### config.mk
export PLATFORM = sky130hd
export DESIGN_NAME = biquad_cascade_filter
export DESIGN_NICKNAME = d
export VERILOG_FILES = /design/src/hdl/bqc_pkg.sv /design/src/hdl/bqc_coef_store.sv /design/src/hdl/bqc_delay_store.sv /design/src/hdl/bqc_datapath.sv /design/src/hdl/biquad_cascade_filter.sv
export SDC_FILE = /design/constraint.sdc
export NUM_CORES = 2
export LEC_CHECK = 0
export BUFFER_PORTS_ARGS = -buffer_cell sky130_fd_sc_hd__buf_2
export CAP_MARGIN = 20
export CORE_MARGIN = 3
export CORE_UTILIZATION = 64
export DETAILED_ROUTE_END_ITERATION = 8
export HOLD_SLACK_MARGIN = 0.1
export PLACE_DENSITY_LB_ADDON = 0.15
export SKIP_CTS_REPAIR_TIMING = 1
export SYNTH_ARGS = -nofsm -noshare
export SYNTH_HDL_FRONTEND = slang
export SYNTH_SLANG_ARGS = --single-unit
### constraint.sdc
create_clock -name i_clk -period 10.3 [get_ports i_clk]
set_clock_uncertainty 0.15 [all_clocks]
set_input_delay 1.03 -clock i_clk [delete_from_list [all_inputs] [get_ports i_clk]]
set_output_delay 1.03 -clock i_clk [all_outputs]
set_load 0.03 [all_outputs]
### src/hdl/bqc_pkg.sv
// Package for the biquad cascade filter.
// Fixed-point types, function codes and section step codes; no dependencies.
`timescale 1ns / 1ps

package bqc_pkg;

    localparam int SAMPLE_W = 16;
    localparam int COEF_W   = 24;
    localparam int PROD_W   = 40;
    localparam int DELAY_W  = 40;
    localparam int ACC_W    = 42;
    localparam int COEFS_PER_SECTION = 5;

    typedef logic signed [SAMPLE_W-1:0] t_sample;
    typedef logic signed [COEF_W-1:0]   t_coef;
    typedef logic signed [PROD_W-1:0]   t_prod;
    typedef logic signed [DELAY_W-1:0]  t_delay;
    typedef logic signed [ACC_W-1:0]    t_acc;

    localparam logic [1:0] FUNC_FILTER = 2'd0;
    localparam logic [1:0] FUNC_COEF   = 2'd1;
    localparam logic [1:0] FUNC_CLEAR  = 2'd2;

    localparam logic [2:0] SLOT_A2 = 3'd4;

    // step codes within one section
    localparam logic [2:0] STEP_ISSUE  = 3'd0;
    localparam logic [2:0] STEP_MUL_B0 = 3'd1;
    localparam logic [2:0] STEP_ADD_D0 = 3'd2;
    localparam logic [2:0] STEP_OUT_Y  = 3'd3;
    localparam logic [2:0] STEP_MUL_A1 = 3'd4;
    localparam logic [2:0] STEP_SUB_A1 = 3'd5;
    localparam logic [2:0] STEP_SUB_A2 = 3'd6;
    localparam logic [2:0] STEP_WRITE  = 3'd7;

    typedef struct packed {
        logic       run;
        logic       load;
        logic [2:0] step;
    } t_dp_ctrl;

endpackage

### src/hdl/bqc_coef_store.sv
// Coefficient memory with per-entry valid bits; unwritten entries read as zero.
// Depends on bqc_pkg.
`timescale 1ns / 1ps

module bqc_coef_store
    import bqc_pkg::*;
#(
    parameter int DEPTH = 20,
    parameter int AW    = 5
) (
    input  logic          i_clk,
    input  logic          i_rst_n,
    input  logic          i_we,
    input  logic [AW-1:0] i_waddr,
    input  t_coef         i_wdata,
    input  logic          i_re,
    input  logic [AW-1:0] i_raddr,
    output t_coef         o_rdata
);

    t_coef            r_mem [DEPTH];
    logic [DEPTH-1:0] r_vld;
    t_coef            r_rdata;
    logic             r_rvld;

    always_ff @(posedge i_clk) begin
        if (i_we) begin
            r_mem[i_waddr] <= i_wdata;
        end
        if (i_re) begin
            r_rdata <= r_mem[i_raddr];
        end
    end

    always_ff @(posedge i_clk) begin
        if (!i_rst_n) begin
            r_vld  <= '0;
            r_rvld <= 1'b0;
        end else begin
            if (i_we) begin
                r_vld[i_waddr] <= 1'b1;
            end
            if (i_re) begin
                r_rvld <= r_vld[i_raddr];
            end
        end
    end

    assign o_rdata = r_rvld ? r_rdata : '0;

endmodule

### src/hdl/bqc_delay_store.sv
// Delay memory, one row {d0, d1} per section, valid bit per row.
// A clear drops all valid bits. Depends on bqc_pkg.
`timescale 1ns / 1ps

module bqc_delay_store
    import bqc_pkg::*;
#(
    parameter int ROWS = 4,
    parameter int AW   = 2
) (
    input  logic          i_clk,
    input  logic          i_rst_n,
    input  logic          i_clear,
    input  logic          i_we,
    input  logic [AW-1:0] i_waddr,
    input  t_delay        i_d0,
    input  t_delay        i_d1,
    input  logic          i_re,
    input  logic [AW-1:0] i_raddr,
    output t_delay        o_d0,
    output t_delay        o_d1
);

    logic [2*DELAY_W-1:0] r_mem [ROWS];
    logic [ROWS-1:0]      r_vld;
    logic [2*DELAY_W-1:0] r_rdata;
    logic                 r_rvld;

    always_ff @(posedge i_clk) begin
        if (i_we) begin
            r_mem[i_waddr] <= {i_d0, i_d1};
        end
        if (i_re) begin
            r_rdata <= r_mem[i_raddr];
        end
    end

    always_ff @(posedge i_clk) begin
        if (!i_rst_n) begin
            r_vld  <= '0;
            r_rvld <= 1'b0;
        end else begin
            if (i_clear) begin
                r_vld <= '0;
            end else if (i_we) begin
                r_vld[i_waddr] <= 1'b1;
            end
            if (i_re) begin
                r_rvld <= r_vld[i_raddr];
            end
        end
    end

    assign o_d0 = r_rvld ? t_delay'(r_rdata[2*DELAY_W-1:DELAY_W]) : '0;
    assign o_d1 = r_rvld ? t_delay'(r_rdata[DELAY_W-1:0]) : '0;

endmodule

### src/hdl/bqc_datapath.sv
// Shared multiply-accumulate unit of one biquad section, driven step by step.
// Depends on bqc_pkg.
`timescale 1ns / 1ps

module bqc_datapath
    import bqc_pkg::*;
(
    input  logic     i_clk,
    input  logic     i_rst_n,
    input  t_dp_ctrl i_ctrl,
    input  t_sample  i_sample,
    input  t_coef    i_coef,
    input  t_delay   i_d0,
    input  t_delay   i_d1,
    output t_sample  o_x,
    output logic     o_sat,
    output t_delay   o_d0,
    output t_delay   o_d1
);

    localparam t_acc ROUND_HALF = t_acc'(1) <<< 20;
    localparam t_acc Y_MAX      = 42'sd32767;
    localparam t_acc Y_MIN      = -42'sd32768;
    localparam t_acc D_MAX      = 42'sd549755813887;
    localparam t_acc D_MIN      = -42'sd549755813888;

    t_sample r_x;
    t_sample r_y;
    t_prod   r_prod;
    t_acc    r_acc0;
    t_acc    r_acc1;
    logic    r_sat;

    t_sample mul_op;
    t_prod   mul;
    t_acc    rnd;
    t_acc    y_wide;
    t_sample y_sat;
    logic    y_clip;

    function automatic t_delay sat_delay(input t_acc v);
        if (v > D_MAX) begin
            sat_delay = t_delay'(D_MAX);
        end else if (v < D_MIN) begin
            sat_delay = t_delay'(D_MIN);
        end else begin
            sat_delay = t_delay'(v);
        end
    endfunction

    assign mul_op = (i_ctrl.step == STEP_MUL_A1 || i_ctrl.step == STEP_SUB_A1) ? r_y : r_x;
    assign mul    = i_coef * mul_op;

    assign rnd    = r_acc0 + ROUND_HALF;
    assign y_wide = rnd >>> 21;

    always_comb begin
        y_clip = 1'b1;
        if (y_wide > Y_MAX) begin
            y_sat = t_sample'(Y_MAX);
        end else if (y_wide < Y_MIN) begin
            y_sat = t_sample'(Y_MIN);
        end else begin
            y_sat  = t_sample'(y_wide);
            y_clip = 1'b0;
        end
    end

    always_ff @(posedge i_clk) begin
        r_prod <= mul;
        if (i_ctrl.load) begin
            r_x <= i_sample;
        end else if (i_ctrl.run) begin
            case (i_ctrl.step)
                STEP_ADD_D0: begin
                    r_acc0 <= t_acc'(r_prod) + t_acc'(i_d0);
                end
                STEP_OUT_Y: begin
                    r_y    <= y_sat;
                    r_acc0 <= t_acc'(r_prod) + t_acc'(i_d1);
                end
                STEP_MUL_A1: begin
                    r_acc1 <= t_acc'(r_prod);
                end
                STEP_SUB_A1: begin
                    r_acc0 <= r_acc0 - t_acc'(r_prod);
                end
                STEP_SUB_A2: begin
                    r_acc1 <= r_acc1 - t_acc'(r_prod);
                end
                STEP_WRITE: begin
                    r_x <= r_y;
                end
                default: begin
                end
            endcase
        end
    end

    always_ff @(posedge i_clk) begin
        if (!i_rst_n) begin
            r_sat <= 1'b0;
        end else if (i_ctrl.load) begin
            r_sat <= 1'b0;
        end else if (i_ctrl.run && i_ctrl.step == STEP_OUT_Y && y_clip) begin
            r_sat <= 1'b1;
        end
    end

    assign o_x   = r_x;
    assign o_sat = r_sat;
    assign o_d0  = sat_delay(r_acc0);
    assign o_d1  = sat_delay(r_acc1);

endmodule

### src/hdl/biquad_cascade_filter.sv
// Biquad cascade, direct form II transposed, one shared 24x16 multiplier.
// A sample item holds o_stall high, so no new item is accepted, from its acceptance
// until its result is registered; it runs n = min(active_sections, SECTIONS) sections.
// Five products per section in 8 steps; a stalled earlier result holds it in the done state.
// Coefficient and clear items keep the state idle. Synchronous reset clears the valid
// bits of both stores (entries read as zero) and active_sections; no clearing pass.
`timescale 1ns / 1ps

module biquad_cascade_filter
    import bqc_pkg::*;
#(
    parameter int SECTIONS = 4
) (
    input  logic                i_clk,
    input  logic                i_rst_n,
    input  logic                i_cfg_we,
    input  logic [2:0]          i_cfg_data,
    input  logic                i_valid,
    output logic                o_stall,
    input  logic [1:0]          i_func,
    input  logic signed [15:0]  i_sample_in,
    input  logic                i_block_end,
    input  logic [1:0]          i_coef_section,
    input  logic [2:0]          i_coef_slot,
    input  logic signed [23:0]  i_coef_value,
    output logic                o_valid,
    input  logic                i_stall,
    output logic signed [15:0]  o_sample_out,
    output logic                o_saturated,
    output logic                o_block_end_out
);

    localparam int CDEPTH = COEFS_PER_SECTION * SECTIONS;
    localparam int CAW    = $clog2(CDEPTH);
    localparam int SW     = (SECTIONS > 1) ? $clog2(SECTIONS) : 1;

    localparam logic [1:0] S_IDLE = 2'd0;
    localparam logic [1:0] S_RUN  = 2'd1;
    localparam logic [1:0] S_DONE = 2'd2;

    logic [1:0]    r_state;
    logic [2:0]    r_step;
    logic [SW-1:0] r_sec;
    logic [3:0]    r_left;
    logic [CAW-1:0] r_cbase;
    logic [2:0]    r_active;
    logic          r_bend;
    logic          r_oval;
    t_sample       r_out;
    logic          r_osat;
    logic          r_obend;

    logic          accept;
    logic [3:0]    sec_count;
    logic          coef_ok;
    logic [5:0]    waddr_wide;
    logic          out_free;
    t_dp_ctrl      ctrl;
    t_coef         coef;
    t_delay        d0_rd;
    t_delay        d1_rd;
    t_delay        d0_wr;
    t_delay        d1_wr;
    t_sample       x;
    logic          sat;

    assign o_stall  = (r_state != S_IDLE);
    assign accept   = i_valid && (r_state == S_IDLE);
    assign out_free = !r_oval || !i_stall;

    assign sec_count  = ({1'b0, r_active} > 4'(SECTIONS)) ? 4'(SECTIONS) : {1'b0, r_active};
    assign coef_ok    = (i_coef_slot <= SLOT_A2) && ({2'b00, i_coef_section} < 4'(SECTIONS));
    assign waddr_wide = {2'b00, i_coef_section, 2'b00} + {4'b0000, i_coef_section}
                      + {3'b000, i_coef_slot};

    assign ctrl.run  = (r_state == S_RUN);
    assign ctrl.load = accept && (i_func == FUNC_FILTER);
    assign ctrl.step = r_step;

    always_ff @(posedge i_clk) begin
        if (!i_rst_n) begin
            r_active <= 3'd0;
        end else if (i_cfg_we) begin
            r_active <= i_cfg_data;
        end
    end

    always_ff @(posedge i_clk) begin
        if (!i_rst_n) begin
            r_state <= S_IDLE;
            r_step  <= STEP_ISSUE;
            r_sec   <= '0;
            r_left  <= 4'd0;
            r_cbase <= '0;
            r_oval  <= 1'b0;
        end else begin
            if (r_state == S_DONE && out_free) begin
                r_oval <= 1'b1;
            end else if (!i_stall) begin
                r_oval <= 1'b0;
            end
            case (r_state)
                S_IDLE: begin
                    if (accept && i_func == FUNC_FILTER) begin
                        r_bend  <= i_block_end;
                        r_step  <= STEP_ISSUE;
                        r_sec   <= '0;
                        r_cbase <= '0;
                        r_left  <= sec_count;
                        r_state <= (sec_count == 4'd0) ? S_DONE : S_RUN;
                    end
                end
                S_RUN: begin
                    r_step <= r_step + 3'd1;
                    if (r_step == STEP_WRITE) begin
                        r_left  <= r_left - 4'd1;
                        r_sec   <= r_sec + SW'(1);
                        r_cbase <= r_cbase + CAW'(COEFS_PER_SECTION);
                        if (r_left == 4'd1) begin
                            r_state <= S_DONE;
                        end
                    end
                end
                S_DONE: begin
                    if (out_free) begin
                        r_out   <= x;
                        r_osat  <= sat;
                        r_obend <= r_bend;
                        r_state <= S_IDLE;
                    end
                end
                default: begin
                    r_state <= S_IDLE;
                end
            endcase
        end
    end

    bqc_coef_store #(
        .DEPTH (CDEPTH),
        .AW    (CAW)
    ) u_coef (
        .i_clk   (i_clk),
        .i_rst_n (i_rst_n),
        .i_we    (accept && i_func == FUNC_COEF && coef_ok),
        .i_waddr (CAW'(waddr_wide)),
        .i_wdata (i_coef_value),
        .i_re    (ctrl.run && r_step <= STEP_MUL_A1),
        .i_raddr (r_cbase + CAW'(r_step)),
        .o_rdata (coef)
    );

    bqc_delay_store #(
        .ROWS (SECTIONS),
        .AW   (SW)
    ) u_delay (
        .i_clk   (i_clk),
        .i_rst_n (i_rst_n),
        .i_clear (accept && i_func == FUNC_CLEAR),
        .i_we    (ctrl.run && r_step == STEP_WRITE),
        .i_waddr (r_sec),
        .i_d0    (d0_wr),
        .i_d1    (d1_wr),
        .i_re    (ctrl.run && r_step == STEP_ISSUE),
        .i_raddr (r_sec),
        .o_d0    (d0_rd),
        .o_d1    (d1_rd)
    );

    bqc_datapath u_dp (
        .i_clk    (i_clk),
        .i_rst_n  (i_rst_n),
        .i_ctrl   (ctrl),
        .i_sample (i_sample_in),
        .i_coef   (coef),
        .i_d0     (d0_rd),
        .i_d1     (d1_rd),
        .o_x      (x),
        .o_sat    (sat),
        .o_d0     (d0_wr),
        .o_d1     (d1_wr)
    );

    assign o_valid         = r_oval;
    assign o_sample_out    = r_out;
    assign o_saturated     = r_osat;
    assign o_block_end_out = r_obend;

`ifndef SYNTHESIS
    a_run_left: assert property (@(posedge i_clk) disable iff (!i_rst_n)
        r_state == S_RUN |-> (r_left != 4'd0 && r_left <= 4'(SECTIONS)))
        else $error("section count out of range while running");

    a_bypass: assert property (@(posedge i_clk) disable iff (!i_rst_n)
        (accept && i_func == FUNC_FILTER && sec_count == 4'd0) |=> r_state == S_DONE)
        else $error("bypass sample did not go straight to result");

    a_last_section: assert property (@(posedge i_clk) disable iff (!i_rst_n)
        (r_state == S_RUN && r_step == STEP_WRITE && r_left == 4'd1) |=> r_state == S_DONE)
        else $error("cascade did not finish after last section");

    a_no_load_busy: assert property (@(posedge i_clk) disable iff (!i_rst_n)
        r_state != S_IDLE |-> !ctrl.load)
        else $error("sample loaded while busy");
`endif

endmodule
==> flow_summary.ini <==
[grt]
grt_pass1_wl_mm = 258
grtUsageTotal_pct = 32.3
antenna_found_initial = 8
grt_max_degree = 94
grt_pass1_vias = 42600
grt_overflow = 0

[synthesis]
synthDistinctLibCells = 82
synthFlopType = edfxtp_1
synth.avg_cell_area_um2 = 12.8
yosys_warnings = 0
ys_seq_elements = 1126
syn-num-nets = 5837
synth_edf_count = 1039
synth_cells = 5121
ys_seq_area_share_pct = 50.3
synth_area_leaders = edfxtp_1, fa_1, mux4_2, ha_1, nand2_1
synth_top_area_cell = edfxtp_1
netlist_area_um2 = 65500
async_reset_ff_share_pct = 0
synth_top_area_share_pct = 47.6

[setup_path]
start_kind = flip-flop
worst_ep_required_time_ns = 10.79
crit_end = u_dp.r_prod[38]
endpoint_kind = flip-flop
critPathKind = flip-flop to flip-flop
cpPeakStageDelay_ns = 0.80
path_common_cell = fa_1
r2r_slack_ns = 1.44
regToRegStartpoint = r_step[0]
crit_start = r_step[0]
r2r_cells = 25
crit_family = adder cells
slowest_stage = o21ai_4
worst-path-buf-inv = 4
cp.depth = 25
critPathArrivalTime_ns = 9.35
path_max_fanout = 27
timing.rr.end = u_dp.r_prod[38]

[cells_and_area]
layout-drive-gt1-share_pct = 12.3
final_util_pct = 70.7
area_growth_syn_to_layout_pct = 8.75
layout_common_cells = edfxtp_1, nand2_1, inv_1
nNetsFinal = 5876
final_common_cell = edfxtp_1
fin_area_um2 = 71200
final_cells = 6614

[sta]
worst_pin_slew_ns = 1.11
relSlewSlack_pct = 26.1
period_minus_slack_ns = 8.86
fin_crit_sh_pct = 86.1
fmax_mhz = 113
setup_tns_ns = 0
finalMaxSlewViolations = 0
hold_viol = 0
rsz0062_at_grt = false
setup_viol = 0
layout_setup_ws_ns = 1.44

[clocking]
cts_buffers = 110
htreeDepth = 3
insertion_delay_ns = 0.71
clock_path_buffers = 3
clock-root-buffer = clkbuf_16
cts.sinks = 1126
tritoncts = done
path_clk_slew_ns = 0.08

[route]
ant_nets = 0
viasPerCell = 6.32
dr_total_vias = 41800
wl_per_cell_um = 25.6
drc = 0
drt_iter0_drc = 4102
first_pass_iters = 6
wl_mm = 170

[place]
dpl_cell_area_um2 = 67500
placedCellCount = 6404
place_congestion = 1.01
dp_hpwl_mm = 118
dpl_worst_slack_ns = 1.59
io_buffers = 75

[floorplan]
die_x_um = 326
rows = 116
core_um2 = 101000
pin_count = 76
fp.dieH_um = 326
die_area_um2 = 106000
initial_core_util_pct = 65.0

[worst_hold_path]
hold_path_class = flip-flop to flip-flop

[power_and_ir_drop]
leakagePower_nw = 27.4
ir_drop_mv = 0.172
p_per_area_nw_per_um2 = 162

[run]
maxCapViolations = 0

[status]
status = complete, no violations
logic make-up (layout without fill, tap and decap cells):
kind of cell | after synthesis | after routing | synth area share [%]
AOI/OAI and AO/OA | 802 | 802 | 7.99
muxes | 288 | 288 | 8.89
and+or+nand+nor | 1315 | 1315 | 8.97
other | 0 | 2 | 0
xor gates and xnor gates | 201 | 201 | 2.69
buffers and inverters | 729 | 863 | 4.19
DFF | 1126 | 1126 | 50.3
adders and majority gates | 660 | 660 | 17.0
registers in the layout (all words and copies together) (netlist names), 20 cells and up:
register         flops
u_coef.r_mem       480
u_coef.r_vld        20
u_dp.r_acc0         42
u_coef.r_rdata      24
u_delay.r_mem      320
u_dp.r_acc1         42
u_dp.r_prod         40
u_delay.r_rdata     80
cells in the mapped netlist, types with 18 or more instances:
| library cell | number |
|---|---|
| fa_1 | 380 |
| dfxtp_1 | 87 |
| a21oi_1 | 210 |
| mux2i_1 | 18 |
| mux4_2 | 231 |
| nand2b_1 | 24 |
| edfxtp_1 | 1039 |
| ha_1 | 280 |
| nand2_1 | 618 |
| o21ai_1 | 33 |
| xnor2_1 | 120 |
| clkbuf_1 | 170 |
| o21bai_1 | 33 |
| a31oi_1 | 30 |
| o21ai_0 | 148 |
| nor3_1 | 35 |
| mux2_2 | 39 |
| xor2_1 | 81 |
| a21o_1 | 91 |
| and2_1 | 129 |
| and3_1 | 28 |
| buf_1 | 35 |
| nand4_1 | 30 |
| nor2b_1 | 27 |
| o31ai_1 | 18 |
| nor2_1 | 310 |
| nand3_1 | 53 |
| o21a_1 | 54 |
| a211oi_1 | 24 |
| inv_1 | 520 |
metrics by stage:
stage | power, W | hold WS, ns
2_1_floorplan | 0.00688 | 0.250
3_3_place_gp | 0.00747 | 0.253
3_5_place_dp | 0.00749 | 0.255
4_1_cts | 0.0116 | 0.270
5_1_grt | 0.0120 | 0.281
6_report | 0.0116 | 0.271
layer usage:
layer  part of all wire, %  GRT usage, %  up-vias
li1                      -             -    18400
met1                    40          44.0    21100
met2                    48          52.9     1929
met3                   8.4          6.02      397
met4                   3.8          11.4        6
met5                 0.027             0        -
worst reg2reg max path: stages, from the launching register on:
cell and delay, ns:
dfxtp_1 0.51, inv_1 0.12, ha_1 0.26, o21ai_4 0.80, mux2_2 0.78, nand2_1 0.20
fa_1 0.59, inv_1 0.06, fa_1 0.50, fa_1 0.58, fa_1 0.45, fa_1 0.50
inv_1 0.06, fa_1 0.48, inv_1 0.04, ha_1 0.34, a21o_1 0.22, a211o_1 0.24
a211oi_1 0.24, a32oi_1 0.19, a41o_1 0.34, o311ai_1 0.40, a21boi_1 0.15, o21a_1 0.21
o41ai_2 0.23, xnor2_1 0.16
cell type report:
cell class,count,area (um2)
clock inverter,70,722
antenna,2,5.00
fill,6952,29500
timing repair buffer,136,876
multi-input combinational,3266,30100
sequential,1126,33000
clock buffer,137,2960
inverter,520,1950
tap,1357,1700
power breakdown:
part / total, W / internal (W) / switching, W
registers: 0.00522 / 0.00507 / 0.000155
clock network: 0.00409 / 0.00233 / 0.00177
logic: 0.00224 / 0.000876 / 0.00136
total: 0.0116 / 0.00827 / 0.00328
worst min-delay path by stage:
| stage | from | endpoint | slack [ns] | cells past startpoint |
|---|---|---|---|---|
| 2_1_floorplan | r_bend | o_block_end_out | 0.25 | 0 |
| 3_3_place_gp | r_bend | o_block_end_out | 0.25 | 0 |
| 3_5_place_dp | r_bend | o_block_end_out | 0.26 | 0 |
| 4_1_cts | r_bend | o_block_end_out | 0.27 | 0 |
| 5_1_grt | r_bend | o_block_end_out | 0.28 | 0 |
| 6_report | r_bend | o_block_end_out | 0.27 | 0 |
Note: power is estimated with default switching activity, not from simulation.
